[src/sv/itacc_pkg.sv]
// Shared types and constants for the inertia tensor accumulator.
// Holds the controller states, the command and status structs and axis codes.
// No dependencies; every other file imports this package.
package itacc_pkg;

  // Right shift applied to every mass-weighted product before accumulation.
  localparam int unsigned PROD_SHIFT = 16;

  // Configuration register indexes.
  localparam int unsigned CFG_INDEX_W = 2;
  localparam logic [CFG_INDEX_W-1:0] REG_CENTER_X = 2'd0;
  localparam logic [CFG_INDEX_W-1:0] REG_CENTER_Y = 2'd1;
  localparam logic [CFG_INDEX_W-1:0] REG_CENTER_Z = 2'd2;

  // Axis codes, used to pick operands and accumulator slots.
  localparam logic [1:0] AXIS_X = 2'd0;
  localparam logic [1:0] AXIS_Y = 2'd1;
  localparam logic [1:0] AXIS_Z = 2'd2;

  // Accumulator file: three diagonal sums, then the three cross sums.
  localparam int unsigned ACC_COUNT  = 6;
  localparam logic [2:0]  CROSS_BASE = 3'd3;

  // One state per micro-step of the per-particle sequence.
  typedef enum logic [3:0] {
    ST_IDLE,
    ST_MD_X,
    ST_MD_Y,
    ST_MD_Z,
    ST_SQ_X,
    ST_SQ_Y,
    ST_SQ_Z,
    ST_XY,
    ST_XZ,
    ST_YZ,
    ST_TXX,
    ST_TYY,
    ST_TZZ,
    ST_ADZZ,
    ST_EMIT
  } itacc_state_t;

  // Where the shared multiplier's product is written.
  typedef enum logic [1:0] {
    MUL_NONE,
    MUL_TO_MD,
    MUL_TO_SQ,
    MUL_TO_TERM
  } itacc_mul_dst_t;

  // Commands from the controller to the datapath.
  typedef struct packed {
    logic           capture;    // load a new particle
    itacc_mul_dst_t mul_dst;    // product destination
    logic           mul_mass;   // operand A is the mass instead of a weighted delta
    logic [1:0]     mul_a;      // axis of the weighted delta used as operand A
    logic [1:0]     mul_b;      // axis of the delta used as operand B
    logic [1:0]     mul_slot;   // destination slot for MD and SQ writes
    logic           sq_sum_en;  // load the term from the sum of two squares
    logic [1:0]     sq_skip;    // axis whose square is left out of that sum
    logic           acc_en;     // add the term into an accumulator
    logic           acc_cross;  // subtract into a cross sum instead of a diagonal
    logic [1:0]     acc_slot;   // accumulator slot within its group
    logic           emit;       // move the sums to the output and clear them
  } itacc_cmd_t;

  // Status from the datapath to the controller.
  typedef struct packed {
    logic item_last;  // the particle in work closes its set
    logic out_full;   // the output register cannot take a result this cycle
  } itacc_status_t;

endpackage

[src/sv/itacc_ctrl.sv]
// Sequencer for the inertia tensor accumulator.
// Steps the datapath through the products and accumulations of one particle.
// Depends on itacc_pkg.
module itacc_ctrl import itacc_pkg::*; (
  input  logic          clk,
  input  logic          rst_n,
  input  logic          in_valid,
  output logic          in_ready,
  input  itacc_status_t status,
  output itacc_cmd_t    cmd
);

  itacc_state_t state_r;
  itacc_state_t state_nxt;

  // State register.
  always_ff @(posedge clk) begin
    if (!rst_n) begin
      state_r <= ST_IDLE;
    end else begin
      state_r <= state_nxt;
    end
  end

  // Next state: a fixed walk through the steps, with a wait for the output.
  always_comb begin
    state_nxt = state_r;
    unique case (state_r)
      ST_IDLE: begin
        if (in_valid) state_nxt = ST_MD_X;
      end
      ST_MD_X: state_nxt = ST_MD_Y;
      ST_MD_Y: state_nxt = ST_MD_Z;
      ST_MD_Z: state_nxt = ST_SQ_X;
      ST_SQ_X: state_nxt = ST_SQ_Y;
      ST_SQ_Y: state_nxt = ST_SQ_Z;
      ST_SQ_Z: state_nxt = ST_XY;
      ST_XY:   state_nxt = ST_XZ;
      ST_XZ:   state_nxt = ST_YZ;
      ST_YZ:   state_nxt = ST_TXX;
      ST_TXX:  state_nxt = ST_TYY;
      ST_TYY:  state_nxt = ST_TZZ;
      ST_TZZ:  state_nxt = ST_ADZZ;
      ST_ADZZ: begin
        state_nxt = status.item_last ? ST_EMIT : ST_IDLE;
      end
      ST_EMIT: begin
        if (!status.out_full) state_nxt = ST_IDLE;
      end
      default: state_nxt = ST_IDLE;
    endcase
  end

  // Command decode for each step.
  always_comb begin
    cmd      = '0;
    in_ready = 1'b0;
    unique case (state_r)
      ST_IDLE: begin
        in_ready    = 1'b1;
        cmd.capture = in_valid;
      end
      ST_MD_X: begin
        cmd.mul_dst  = MUL_TO_MD;
        cmd.mul_mass = 1'b1;
        cmd.mul_b    = AXIS_X;
        cmd.mul_slot = AXIS_X;
      end
      ST_MD_Y: begin
        cmd.mul_dst  = MUL_TO_MD;
        cmd.mul_mass = 1'b1;
        cmd.mul_b    = AXIS_Y;
        cmd.mul_slot = AXIS_Y;
      end
      ST_MD_Z: begin
        cmd.mul_dst  = MUL_TO_MD;
        cmd.mul_mass = 1'b1;
        cmd.mul_b    = AXIS_Z;
        cmd.mul_slot = AXIS_Z;
      end
      ST_SQ_X: begin
        cmd.mul_dst  = MUL_TO_SQ;
        cmd.mul_a    = AXIS_X;
        cmd.mul_b    = AXIS_X;
        cmd.mul_slot = AXIS_X;
      end
      ST_SQ_Y: begin
        cmd.mul_dst  = MUL_TO_SQ;
        cmd.mul_a    = AXIS_Y;
        cmd.mul_b    = AXIS_Y;
        cmd.mul_slot = AXIS_Y;
      end
      ST_SQ_Z: begin
        cmd.mul_dst  = MUL_TO_SQ;
        cmd.mul_a    = AXIS_Z;
        cmd.mul_b    = AXIS_Z;
        cmd.mul_slot = AXIS_Z;
      end
      ST_XY: begin
        cmd.mul_dst = MUL_TO_TERM;
        cmd.mul_a   = AXIS_X;
        cmd.mul_b   = AXIS_Y;
      end
      ST_XZ: begin
        cmd.mul_dst   = MUL_TO_TERM;
        cmd.mul_a     = AXIS_X;
        cmd.mul_b     = AXIS_Z;
        cmd.acc_en    = 1'b1;
        cmd.acc_cross = 1'b1;
        cmd.acc_slot  = AXIS_X;
      end
      ST_YZ: begin
        cmd.mul_dst   = MUL_TO_TERM;
        cmd.mul_a     = AXIS_Y;
        cmd.mul_b     = AXIS_Z;
        cmd.acc_en    = 1'b1;
        cmd.acc_cross = 1'b1;
        cmd.acc_slot  = AXIS_Y;
      end
      ST_TXX: begin
        cmd.sq_sum_en = 1'b1;
        cmd.sq_skip   = AXIS_X;
        cmd.acc_en    = 1'b1;
        cmd.acc_cross = 1'b1;
        cmd.acc_slot  = AXIS_Z;
      end
      ST_TYY: begin
        cmd.sq_sum_en = 1'b1;
        cmd.sq_skip   = AXIS_Y;
        cmd.acc_en    = 1'b1;
        cmd.acc_slot  = AXIS_X;
      end
      ST_TZZ: begin
        cmd.sq_sum_en = 1'b1;
        cmd.sq_skip   = AXIS_Z;
        cmd.acc_en    = 1'b1;
        cmd.acc_slot  = AXIS_Y;
      end
      ST_ADZZ: begin
        cmd.acc_en   = 1'b1;
        cmd.acc_slot = AXIS_Z;
      end
      ST_EMIT: begin
        cmd.emit = !status.out_full;
      end
      default: begin
        cmd = '0;
      end
    endcase
  end

endmodule

[src/sv/itacc_dp.sv]
// Datapath of the inertia tensor accumulator: center registers, deltas,
// one shared multiplier, a saturating accumulator file and the output register.
// Depends on itacc_pkg.
module itacc_dp import itacc_pkg::*; #(
  parameter int unsigned POSITION_BITS = 20,
  parameter int unsigned MASS_BITS     = 18,
  parameter int unsigned ACC_BITS      = 56
) (
  input  logic                            clk,
  input  logic                            rst_n,
  input  itacc_cmd_t                      cmd,
  output itacc_status_t                   status,
  input  logic                            cfg_we,
  input  logic [CFG_INDEX_W-1:0]          cfg_index,
  input  logic [POSITION_BITS-1:0]        cfg_data,
  input  logic [MASS_BITS-1:0]            in_mass,
  input  logic signed [POSITION_BITS-1:0] in_pos_x,
  input  logic signed [POSITION_BITS-1:0] in_pos_y,
  input  logic signed [POSITION_BITS-1:0] in_pos_z,
  input  logic                            in_last,
  output logic                            out_valid,
  input  logic                            out_ready,
  output logic [ACC_BITS-2:0]             out_ixx,
  output logic [ACC_BITS-2:0]             out_iyy,
  output logic [ACC_BITS-2:0]             out_izz,
  output logic signed [ACC_BITS-1:0]      out_ixy,
  output logic signed [ACC_BITS-1:0]      out_ixz,
  output logic signed [ACC_BITS-1:0]      out_iyz,
  output logic                            out_saturated
);

  // Delta, weighted delta, product, term and accumulate widths.
  localparam int unsigned D_W  = POSITION_BITS + 1;
  localparam int unsigned MD_W = MASS_BITS + POSITION_BITS + 2;
  localparam int unsigned P_W  = MD_W + D_W;
  localparam int unsigned T_W  = P_W + 1 - PROD_SHIFT;
  localparam int unsigned S_W  = (ACC_BITS > T_W) ? ACC_BITS + 2 : T_W + 2;

  localparam logic signed [S_W-1:0] ACC_HI =
    {{(S_W-ACC_BITS+1){1'b0}}, {(ACC_BITS-1){1'b1}}};
  localparam logic signed [S_W-1:0] ACC_LO = ~ACC_HI;

  logic signed [POSITION_BITS-1:0] center_r [3];
  logic [MASS_BITS-1:0]            mass_r;
  logic signed [D_W-1:0]           d_r [3];
  logic                            last_r;
  logic signed [MD_W-1:0]          md_r [3];
  logic signed [P_W-1:0]           sq_r [3];
  logic signed [T_W-1:0]           term_r;
  logic signed [ACC_BITS-1:0]      acc_r [ACC_COUNT];
  logic                            ovf_r;

  logic                            out_valid_r;
  logic [ACC_BITS-2:0]             out_ixx_r;
  logic [ACC_BITS-2:0]             out_iyy_r;
  logic [ACC_BITS-2:0]             out_izz_r;
  logic signed [ACC_BITS-1:0]      out_ixy_r;
  logic signed [ACC_BITS-1:0]      out_ixz_r;
  logic signed [ACC_BITS-1:0]      out_iyz_r;
  logic                            out_sat_r;

  logic signed [MD_W-1:0]          mul_a;
  logic signed [D_W-1:0]           mul_b;
  logic signed [P_W-1:0]           prod;
  logic signed [P_W-1:0]           sq_a;
  logic signed [P_W-1:0]           sq_b;
  logic signed [P_W:0]             sq_sum;
  logic [2:0]                      acc_idx;
  logic signed [S_W-1:0]           acc_ext;
  logic signed [S_W-1:0]           term_ext;
  logic signed [S_W-1:0]           acc_sum;
  logic signed [ACC_BITS-1:0]      acc_nxt;
  logic                            acc_clip;

  // Center registers, written from the configuration port.
  always_ff @(posedge clk) begin
    if (!rst_n) begin
      center_r[0] <= '0;
      center_r[1] <= '0;
      center_r[2] <= '0;
    end else if (cfg_we) begin
      unique case (cfg_index)
        REG_CENTER_X: center_r[0] <= cfg_data;
        REG_CENTER_Y: center_r[1] <= cfg_data;
        REG_CENTER_Z: center_r[2] <= cfg_data;
        default: ;
      endcase
    end
  end

  // Particle capture: the deltas are one bit wider than a position and never wrap.
  always_ff @(posedge clk) begin
    if (cmd.capture) begin
      mass_r <= in_mass;
      last_r <= in_last;
      d_r[0] <= D_W'(in_pos_x) - D_W'(center_r[0]);
      d_r[1] <= D_W'(in_pos_y) - D_W'(center_r[1]);
      d_r[2] <= D_W'(in_pos_z) - D_W'(center_r[2]);
    end
  end

  // Operand selection for the shared multiplier.
  always_comb begin
    case (cmd.mul_a)
      AXIS_X:  mul_a = md_r[0];
      AXIS_Y:  mul_a = md_r[1];
      default: mul_a = md_r[2];
    endcase
    if (cmd.mul_mass) begin
      mul_a = signed'({{(MD_W-MASS_BITS){1'b0}}, mass_r});
    end
    case (cmd.mul_b)
      AXIS_X:  mul_b = d_r[0];
      AXIS_Y:  mul_b = d_r[1];
      default: mul_b = d_r[2];
    endcase
  end

  assign prod = mul_a * mul_b;

  // The two squares that make up a diagonal term.
  always_comb begin
    case (cmd.sq_skip)
      AXIS_X: begin
        sq_a = sq_r[1];
        sq_b = sq_r[2];
      end
      AXIS_Y: begin
        sq_a = sq_r[0];
        sq_b = sq_r[2];
      end
      default: begin
        sq_a = sq_r[0];
        sq_b = sq_r[1];
      end
    endcase
    sq_sum = {sq_a[P_W-1], sq_a} + {sq_b[P_W-1], sq_b};
  end

  // Product registers and the shifted term register.
  always_ff @(posedge clk) begin
    case (cmd.mul_dst)
      MUL_TO_MD: begin
        case (cmd.mul_slot)
          AXIS_X:  md_r[0] <= prod[MD_W-1:0];
          AXIS_Y:  md_r[1] <= prod[MD_W-1:0];
          default: md_r[2] <= prod[MD_W-1:0];
        endcase
      end
      MUL_TO_SQ: begin
        case (cmd.mul_slot)
          AXIS_X:  sq_r[0] <= prod;
          AXIS_Y:  sq_r[1] <= prod;
          default: sq_r[2] <= prod;
        endcase
      end
      MUL_TO_TERM: begin
        term_r <= {prod[P_W-1], prod[P_W-1:PROD_SHIFT]};
      end
      default: ;
    endcase
    if (cmd.sq_sum_en) begin
      term_r <= sq_sum[P_W:PROD_SHIFT];
    end
  end

  // Saturating accumulate: diagonals add the term, cross sums subtract it.
  always_comb begin
    acc_idx  = cmd.acc_cross ? ({1'b0, cmd.acc_slot} + CROSS_BASE) : {1'b0, cmd.acc_slot};
    acc_ext  = S_W'(acc_r[acc_idx]);
    term_ext = S_W'(term_r);
    acc_sum  = cmd.acc_cross ? (acc_ext - term_ext) : (acc_ext + term_ext);
    acc_clip = 1'b0;
    acc_nxt  = acc_sum[ACC_BITS-1:0];
    if (acc_sum > ACC_HI) begin
      acc_nxt  = ACC_HI[ACC_BITS-1:0];
      acc_clip = 1'b1;
    end else if (acc_sum < ACC_LO) begin
      acc_nxt  = ACC_LO[ACC_BITS-1:0];
      acc_clip = 1'b1;
    end
  end

  // Accumulator file and sticky saturation flag, cleared when a set is emitted.
  always_ff @(posedge clk) begin
    if (!rst_n || cmd.emit) begin
      for (int i = 0; i < ACC_COUNT; i++) begin
        acc_r[i] <= '0;
      end
      ovf_r <= 1'b0;
    end else if (cmd.acc_en) begin
      acc_r[acc_idx] <= acc_nxt;
      if (acc_clip) ovf_r <= 1'b1;
    end
  end

  // Output register: holds a finished tensor until the transaction completes.
  always_ff @(posedge clk) begin
    if (!rst_n) begin
      out_valid_r <= 1'b0;
    end else if (cmd.emit) begin
      out_valid_r <= 1'b1;
    end else if (out_ready) begin
      out_valid_r <= 1'b0;
    end
  end

  always_ff @(posedge clk) begin
    if (cmd.emit) begin
      out_ixx_r <= acc_r[0][ACC_BITS-2:0];
      out_iyy_r <= acc_r[1][ACC_BITS-2:0];
      out_izz_r <= acc_r[2][ACC_BITS-2:0];
      out_ixy_r <= acc_r[3];
      out_ixz_r <= acc_r[4];
      out_iyz_r <= acc_r[5];
      out_sat_r <= ovf_r;
    end
  end

  assign status.item_last = last_r;
  assign status.out_full  = out_valid_r && !out_ready;

  assign out_valid     = out_valid_r;
  assign out_ixx       = out_ixx_r;
  assign out_iyy       = out_iyy_r;
  assign out_izz       = out_izz_r;
  assign out_ixy       = out_ixy_r;
  assign out_ixz       = out_ixz_r;
  assign out_iyz       = out_iyz_r;
  assign out_saturated = out_sat_r;

endmodule

[src/sv/inertia_tensor_accumulator_core.sv]
// Top level of the inertia tensor accumulator: sequencer plus datapath.
// Depends on itacc_pkg, itacc_ctrl and itacc_dp.
//
//   channel  direction  handshake              payload
//   in       input      in_valid / in_ready    mass, pos_x, pos_y, pos_z, last
//   out      output     out_valid / out_ready  ixx, iyy, izz, ixy, ixz, iyz, saturated
//   cfg      input      cfg_we                 cfg_index, cfg_data (center x, y, z)
//
// Each particle is accepted in a capture step and then passes through thirteen steps around
// the single shared multiplier and the saturating accumulator before the next acceptance.
// A particle marked last adds an emit step, which waits while the output register is full.
// A finished tensor waits in the output register, so the next particle is taken
// while out_ready is low. Reset is synchronous and clears the sums, flag and centers.
module inertia_tensor_accumulator_core import itacc_pkg::*; #(
  parameter int unsigned POSITION_BITS = 20,
  parameter int unsigned MASS_BITS     = 18,
  parameter int unsigned ACC_BITS      = 56
) (
  input  logic                            clk,
  input  logic                            rst_n,
  input  logic                            cfg_we,
  input  logic [CFG_INDEX_W-1:0]          cfg_index,
  input  logic [POSITION_BITS-1:0]        cfg_data,
  input  logic                            in_valid,
  output logic                            in_ready,
  input  logic [MASS_BITS-1:0]            in_mass,
  input  logic signed [POSITION_BITS-1:0] in_pos_x,
  input  logic signed [POSITION_BITS-1:0] in_pos_y,
  input  logic signed [POSITION_BITS-1:0] in_pos_z,
  input  logic                            in_last,
  output logic                            out_valid,
  input  logic                            out_ready,
  output logic [ACC_BITS-2:0]             out_ixx,
  output logic [ACC_BITS-2:0]             out_iyy,
  output logic [ACC_BITS-2:0]             out_izz,
  output logic signed [ACC_BITS-1:0]      out_ixy,
  output logic signed [ACC_BITS-1:0]      out_ixz,
  output logic signed [ACC_BITS-1:0]      out_iyz,
  output logic                            out_saturated
);

  itacc_cmd_t    cmd;
  itacc_status_t status;

  // Step sequencer.
  itacc_ctrl u_ctrl (
    .clk      (clk),
    .rst_n    (rst_n),
    .in_valid (in_valid),
    .in_ready (in_ready),
    .status   (status),
    .cmd      (cmd)
  );

  // Arithmetic and storage.
  itacc_dp #(
    .POSITION_BITS (POSITION_BITS),
    .MASS_BITS     (MASS_BITS),
    .ACC_BITS      (ACC_BITS)
  ) u_dp (
    .clk           (clk),
    .rst_n         (rst_n),
    .cmd           (cmd),
    .status        (status),
    .cfg_we        (cfg_we),
    .cfg_index     (cfg_index),
    .cfg_data      (cfg_data),
    .in_mass       (in_mass),
    .in_pos_x      (in_pos_x),
    .in_pos_y      (in_pos_y),
    .in_pos_z      (in_pos_z),
    .in_last       (in_last),
    .out_valid     (out_valid),
    .out_ready     (out_ready),
    .out_ixx       (out_ixx),
    .out_iyy       (out_iyy),
    .out_izz       (out_izz),
    .out_ixy       (out_ixy),
    .out_ixz       (out_ixz),
    .out_iyz       (out_iyz),
    .out_saturated (out_saturated)
  );

endmodule
[config.mk]
export PLATFORM = sky130hd
export DESIGN_NAME = inertia_tensor_accumulator_core
export DESIGN_NICKNAME = d
export VERILOG_FILES = /design/src/sv/itacc_pkg.sv /design/src/sv/itacc_ctrl.sv /design/src/sv/itacc_dp.sv /design/src/sv/inertia_tensor_accumulator_core.sv
export SDC_FILE = /design/constraint.sdc
export NUM_CORES = 2
export LEC_CHECK = 0
export BUFFER_PORTS_ARGS = -buffer_cell sky130_fd_sc_hd__buf_2
export CORE_MARGIN = 8
export CORE_UTILIZATION = 50
export DETAILED_ROUTE_END_ITERATION = 10
export PLACE_DENSITY_LB_ADDON = 0.25
export SYNTH_ARGS = -nofsm -noshare
export SYNTH_HDL_FRONTEND = slang
export SYNTH_SLANG_ARGS = --single-unit
[constraint.sdc]
create_clock -name clk -period 54.6 [get_ports clk]
set_input_delay 5.46 -clock clk [delete_from_list [all_inputs] [get_ports clk]]
set_output_delay 5.46 -clock clk [all_outputs]
set_load 0.01 [all_outputs]
==> flow_metrics.env <==
export IMPL_final_cells=10084
export IMPL_worst_r2r_startpoint="u_ctrl.state_r[3]"
export IMPL_htree_num_levels=4
export IMPL_finalMaxSlewViolations=0
export IMPL_dpl_hpwl_mm=180
export IMPL_logic_depth_of_the_worst_register_to_register_path=33
export IMPL_cp_common_cell="sky130_fd_sc_hd__fa_1"
export IMPL_critPathMaxFanout=38
export IMPL_drt_antenna_violating_nets=0
export IMPL_status="completed"
export IMPL_cts_tree="yes"
export IMPL_wire_per_inst_um=24.2
export IMPL_post_route_cells_drive_above_1_share_pct=14.3
export IMPL_number_of_sinks_on_the_clock_net=1279
export IMPL_timing_hold_worst_class="flop to flop"
export IMPL_yosys_top_cells_area="sky130_fd_sc_hd__edfxtp_1 (44%), sky130_fd_sc_hd__fa_1 (19%), sky130_fd_sc_hd__ha_1 (4.8%), sky130_fd_sc_hd__inv_1 (4.7%), sky130_fd_sc_hd__nand2_1 (4.2%)"
export IMPL_post_synth_top_area_cell="sky130_fd_sc_hd__edfxtp_1"
export IMPL_rows=152
export IMPL_detail_route_first_pass_iterations=6
export IMPL_post_place_cells=9839
export IMPL_most_common_cell_after_layout_fill_and_taps_aside="sky130_fd_sc_hd__edfxtp_1"
export IMPL_total_clock_buffers_created_by_cts=135
export IMPL_ys_seq_area_share_pct=44.6
export IMPL_drt_iter0_markers=5309
export IMPL_relSlewSlack_pct=6.54
export IMPL_final_setup_skew_ps=64.8
export IMPL_insertion_delay_to_the_later_sink_of_the_worst_skew_pair_ps=810
export IMPL_totalNegativeSetupSlack_ps=0
export IMPL_num_fill_cells=14248
export IMPL_synthesis_instances=7319
export IMPL_endpoint_class_of_the_critical_path="flop"
export IMPL_mostFrequentLayoutCells="sky130_fd_sc_hd__edfxtp_1 (1,273), sky130_fd_sc_hd__inv_1 (1,065), sky130_fd_sc_hd__nand2_1 (956)"
export IMPL_mappedNetlistArea_um2=86000
export IMPL_setup_ws_ps=43280
export IMPL_count_of_flip_flops_with_a_built_in_enable_after_synthesis=1273
export IMPL_timing_reg2reg_setup_slack_ps=43280
export IMPL_r2r_end="u_dp.term_r[43]"
export IMPL_postCtsSetupRepairBufs=0
export IMPL_globalRouteOverflowTotal=0
export IMPL_port_buffer_count=441
export IMPL_crit_arrival_ps=11820
export IMPL_grt_setup_unrepaired="false"
export IMPL_cts_hold_buffers_added=0
export IMPL_final_hold_violation_count=0
export IMPL_wl_mm=244
export IMPL_synth_top_cell_area_share_pct=44.4
export IMPL_hold_path_startpoint="u_dp.acc_r[5][8]"
export IMPL_finalCritPeriodShare_pct=20.7
export IMPL_setup_viol=0
export IMPL_fp_dieArea_um2=186000
export IMPL_worst_setup_path_type="flop to flop"
export IMPL_vias=58088
export IMPL_final_min_clock_period_ps=11320
export IMPL_multi_input_gate_area_in_the_final_layout_um2=42600
export IMPL_ys_flop_type="sky130_fd_sc_hd__edfxtp_1"
export IMPL_critical_path_required_ps=55100
export IMPL_critical_path_slowest_cell="sky130_fd_sc_hd__dfxtp_1"
export IMPL_mappedNetlistNets=8576
export IMPL_floorplan_initialDensity_pct=50.2
export IMPL_hold_path_endpoint="out_iyz[8]"
export IMPL_layout_nets=8923
export IMPL_areaGrowthSynthToFinish_pct=10.7
export IMPL_actual_slew_at_the_worst_max_slew_pin_ps=1400
export IMPL_gr_usage_met3_pct=4.92
export IMPL_async_flop_share_pct=0
export IMPL_top_level_ports=442
export IMPL_postSynthRegisterBits=1279
export IMPL_combined_global_route_utilization_of_all_metal_layers_pct=25.8
export IMPL_chipWidth_um=431
export IMPL_gr_usage_met1_pct=33.4
export IMPL_cts_resized=0
export IMPL_grt_max_degree=90
export IMPL_max_freq_ghz=0.0883
export IMPL_die_height_um=431
export IMPL_setup_slack_at_placement_ps=43340
export IMPL_post_synth_cell_area_avg_um2=11.8
export IMPL_drcViolationCount=0
export IMPL_clock_path_buffers=3
export IMPL_utilization_after_layout_pct=55.6
export IMPL_hold_depth=0
export IMPL_start_kind="flop"
export IMPL_grt_pass1_wl_mm=369
export IMPL_routabilityCongestion=0.920
export IMPL_synth_yosys_warnings=0
export IMPL_grt_antenna_before_repair=2
export IMPL_max_stage_delay_ps=870
export IMPL_synthDistinctLibCells=98
export IMPL_cts_root_buffer_type="sky130_fd_sc_hd__clkbuf_16"
export IMPL_top_usage_layer="met2"
export IMPL_cts_clk_slew_worst_paths_ps=60
export IMPL_timing_max_cap_violations=0
export IMPL_met2_usage_pct=43.4
export IMPL_regArea_um2=38300
export IMPL_placeableCoreArea_um2=171000
export IMPL_via_per_inst=5.76
export IMPL_number_of_global_route_vias_before_repair=60211
==> per-stage QoR <==
step	instance area (µm²)	hold slack, ps
final	95200	431
after global routing	95200	450
after CTS	95200	440
after detailed placement	90900	428
after global placement	90900	422
after floorplan	86000	408
==> cell type report <==
cell class	count	area share, %
Timing Repair Buffer	550	3.19
Sequential cell	1279	40.3
Clock inverter	80	0.886
Clock buffer	163	3.66
Multi-Input combinational cell	4632	44.7
Antenna cell	2	0.00526
Inverter	1068	4.21
Tap cell	2310	3.04
==> per-layer routing <==
layer  up-vias  wire (µm)
met5         -         14
met4         2      10600
met3       502      20600
met2      2766     117000
met1     29279      95300
li1      25539          -
==> cells by family after synthesis <==
| logic type | Yosys count | synth area share, % |
|---|---|---|
| buffers and inverters | 1408 | 6.25 |
| flip-flops | 1279 | 44.6 |
| XOR/XNOR | 226 | 2.30 |
| adder cells (fa/ha/maj) | 1151 | 23.9 |
| AO/OA/AOI/OAI | 1191 | 9.14 |
| multiplexers | 260 | 4.84 |
| AND/OR/NAND/NOR | 1804 | 8.98 |
==> flip-flops by register name, indices dropped and copies added, names as in the netlist, 46 cells and up <==
register       flops
u_dp.sq_r        183
out_ixx           55
out_ixz           56
u_dp.term_r       46
out_iyz           56
out_ixy           56
u_dp.md_r        120
u_dp.center_r     60
out_izz           55
u_dp.d_r          63
u_dp.acc_r       448
out_iyy           55
==> cell usage after synthesis (8+ instances only) <==
| library cell | instances |
|---|---|
| sky130_fd_sc_hd__nor4_1 | 13 |
| sky130_fd_sc_hd__o41ai_1 | 9 |
| sky130_fd_sc_hd__mux2_2 | 126 |
| sky130_fd_sc_hd__ha_1 | 327 |
| sky130_fd_sc_hd__mux2i_1 | 22 |
| sky130_fd_sc_hd__o22ai_1 | 106 |
| sky130_fd_sc_hd__buf_1 | 29 |
| sky130_fd_sc_hd__inv_1 | 1066 |
| sky130_fd_sc_hd__xnor2_1 | 153 |
| sky130_fd_sc_hd__nand3_1 | 49 |
| sky130_fd_sc_hd__or2_2 | 8 |
| sky130_fd_sc_hd__o22ai_2 | 16 |
| sky130_fd_sc_hd__fa_1 | 824 |
| sky130_fd_sc_hd__a21oi_2 | 29 |
| sky130_fd_sc_hd__o21bai_1 | 27 |
| sky130_fd_sc_hd__nand4_1 | 22 |
| sky130_fd_sc_hd__nand2b_1 | 32 |
| sky130_fd_sc_hd__and3_1 | 25 |
| sky130_fd_sc_hd__xor2_1 | 73 |
| sky130_fd_sc_hd__edfxtp_1 | 1273 |
| sky130_fd_sc_hd__nor2_1 | 465 |
| sky130_fd_sc_hd__clkbuf_1 | 265 |
| sky130_fd_sc_hd__nand2_1 | 963 |
| sky130_fd_sc_hd__mux4_2 | 112 |
| sky130_fd_sc_hd__a21boi_0 | 17 |
| sky130_fd_sc_hd__or3_1 | 17 |
| sky130_fd_sc_hd__a31oi_1 | 29 |
| sky130_fd_sc_hd__and2_1 | 80 |
| sky130_fd_sc_hd__o21ai_0 | 153 |
| sky130_fd_sc_hd__a21oi_1 | 377 |
| sky130_fd_sc_hd__o21a_1 | 53 |
| sky130_fd_sc_hd__o21ai_1 | 16 |
| sky130_fd_sc_hd__o31a_1 | 8 |
| sky130_fd_sc_hd__a22oi_1 | 25 |
| sky130_fd_sc_hd__o31ai_1 | 20 |
| sky130_fd_sc_hd__nor2b_1 | 30 |
| sky130_fd_sc_hd__a21o_1 | 134 |
| sky130_fd_sc_hd__nor3_1 | 63 |
| sky130_fd_sc_hd__o22a_1 | 23 |
| sky130_fd_sc_hd__buf_2 | 40 |
| sky130_fd_sc_hd__a211oi_1 | 45 |
| sky130_fd_sc_hd__o211ai_1 | 10 |
==> worst max-delay path by stage <==
stage	cells past startpoint	slack, ps	start	to
finish	33	43280	u_ctrl.state_r[3]	u_dp.term_r[43]
global route	33	42630	u_ctrl.state_r[1]	u_dp.term_r[43]
CTS	33	43250	u_ctrl.state_r[1]	u_dp.term_r[43]
detailed placement	33	43340	u_ctrl.state_r[1]	u_dp.term_r[43]
global placement	33	43510	u_ctrl.state_r[1]	u_dp.term_r[43]
floorplan	4	12930	out_ready	u_dp.acc_r[7][0]
==> critical path: cells and delay by family, from the launching register on <==
kind                       cells  cell delay (ps)
AOI/OAI and AO/OA             10             3380
xor gates and xnor gates       1              150
adders and majority gates      8             3800
buffers and inverters          8             1040
DFF                            1              870
muxes                          1              270
and+or+nand+nor                5             1420
Power is left out: the tool's default activity adds up to more than one toggle a clock period on the data nets, which glitch-free logic cannot reach.
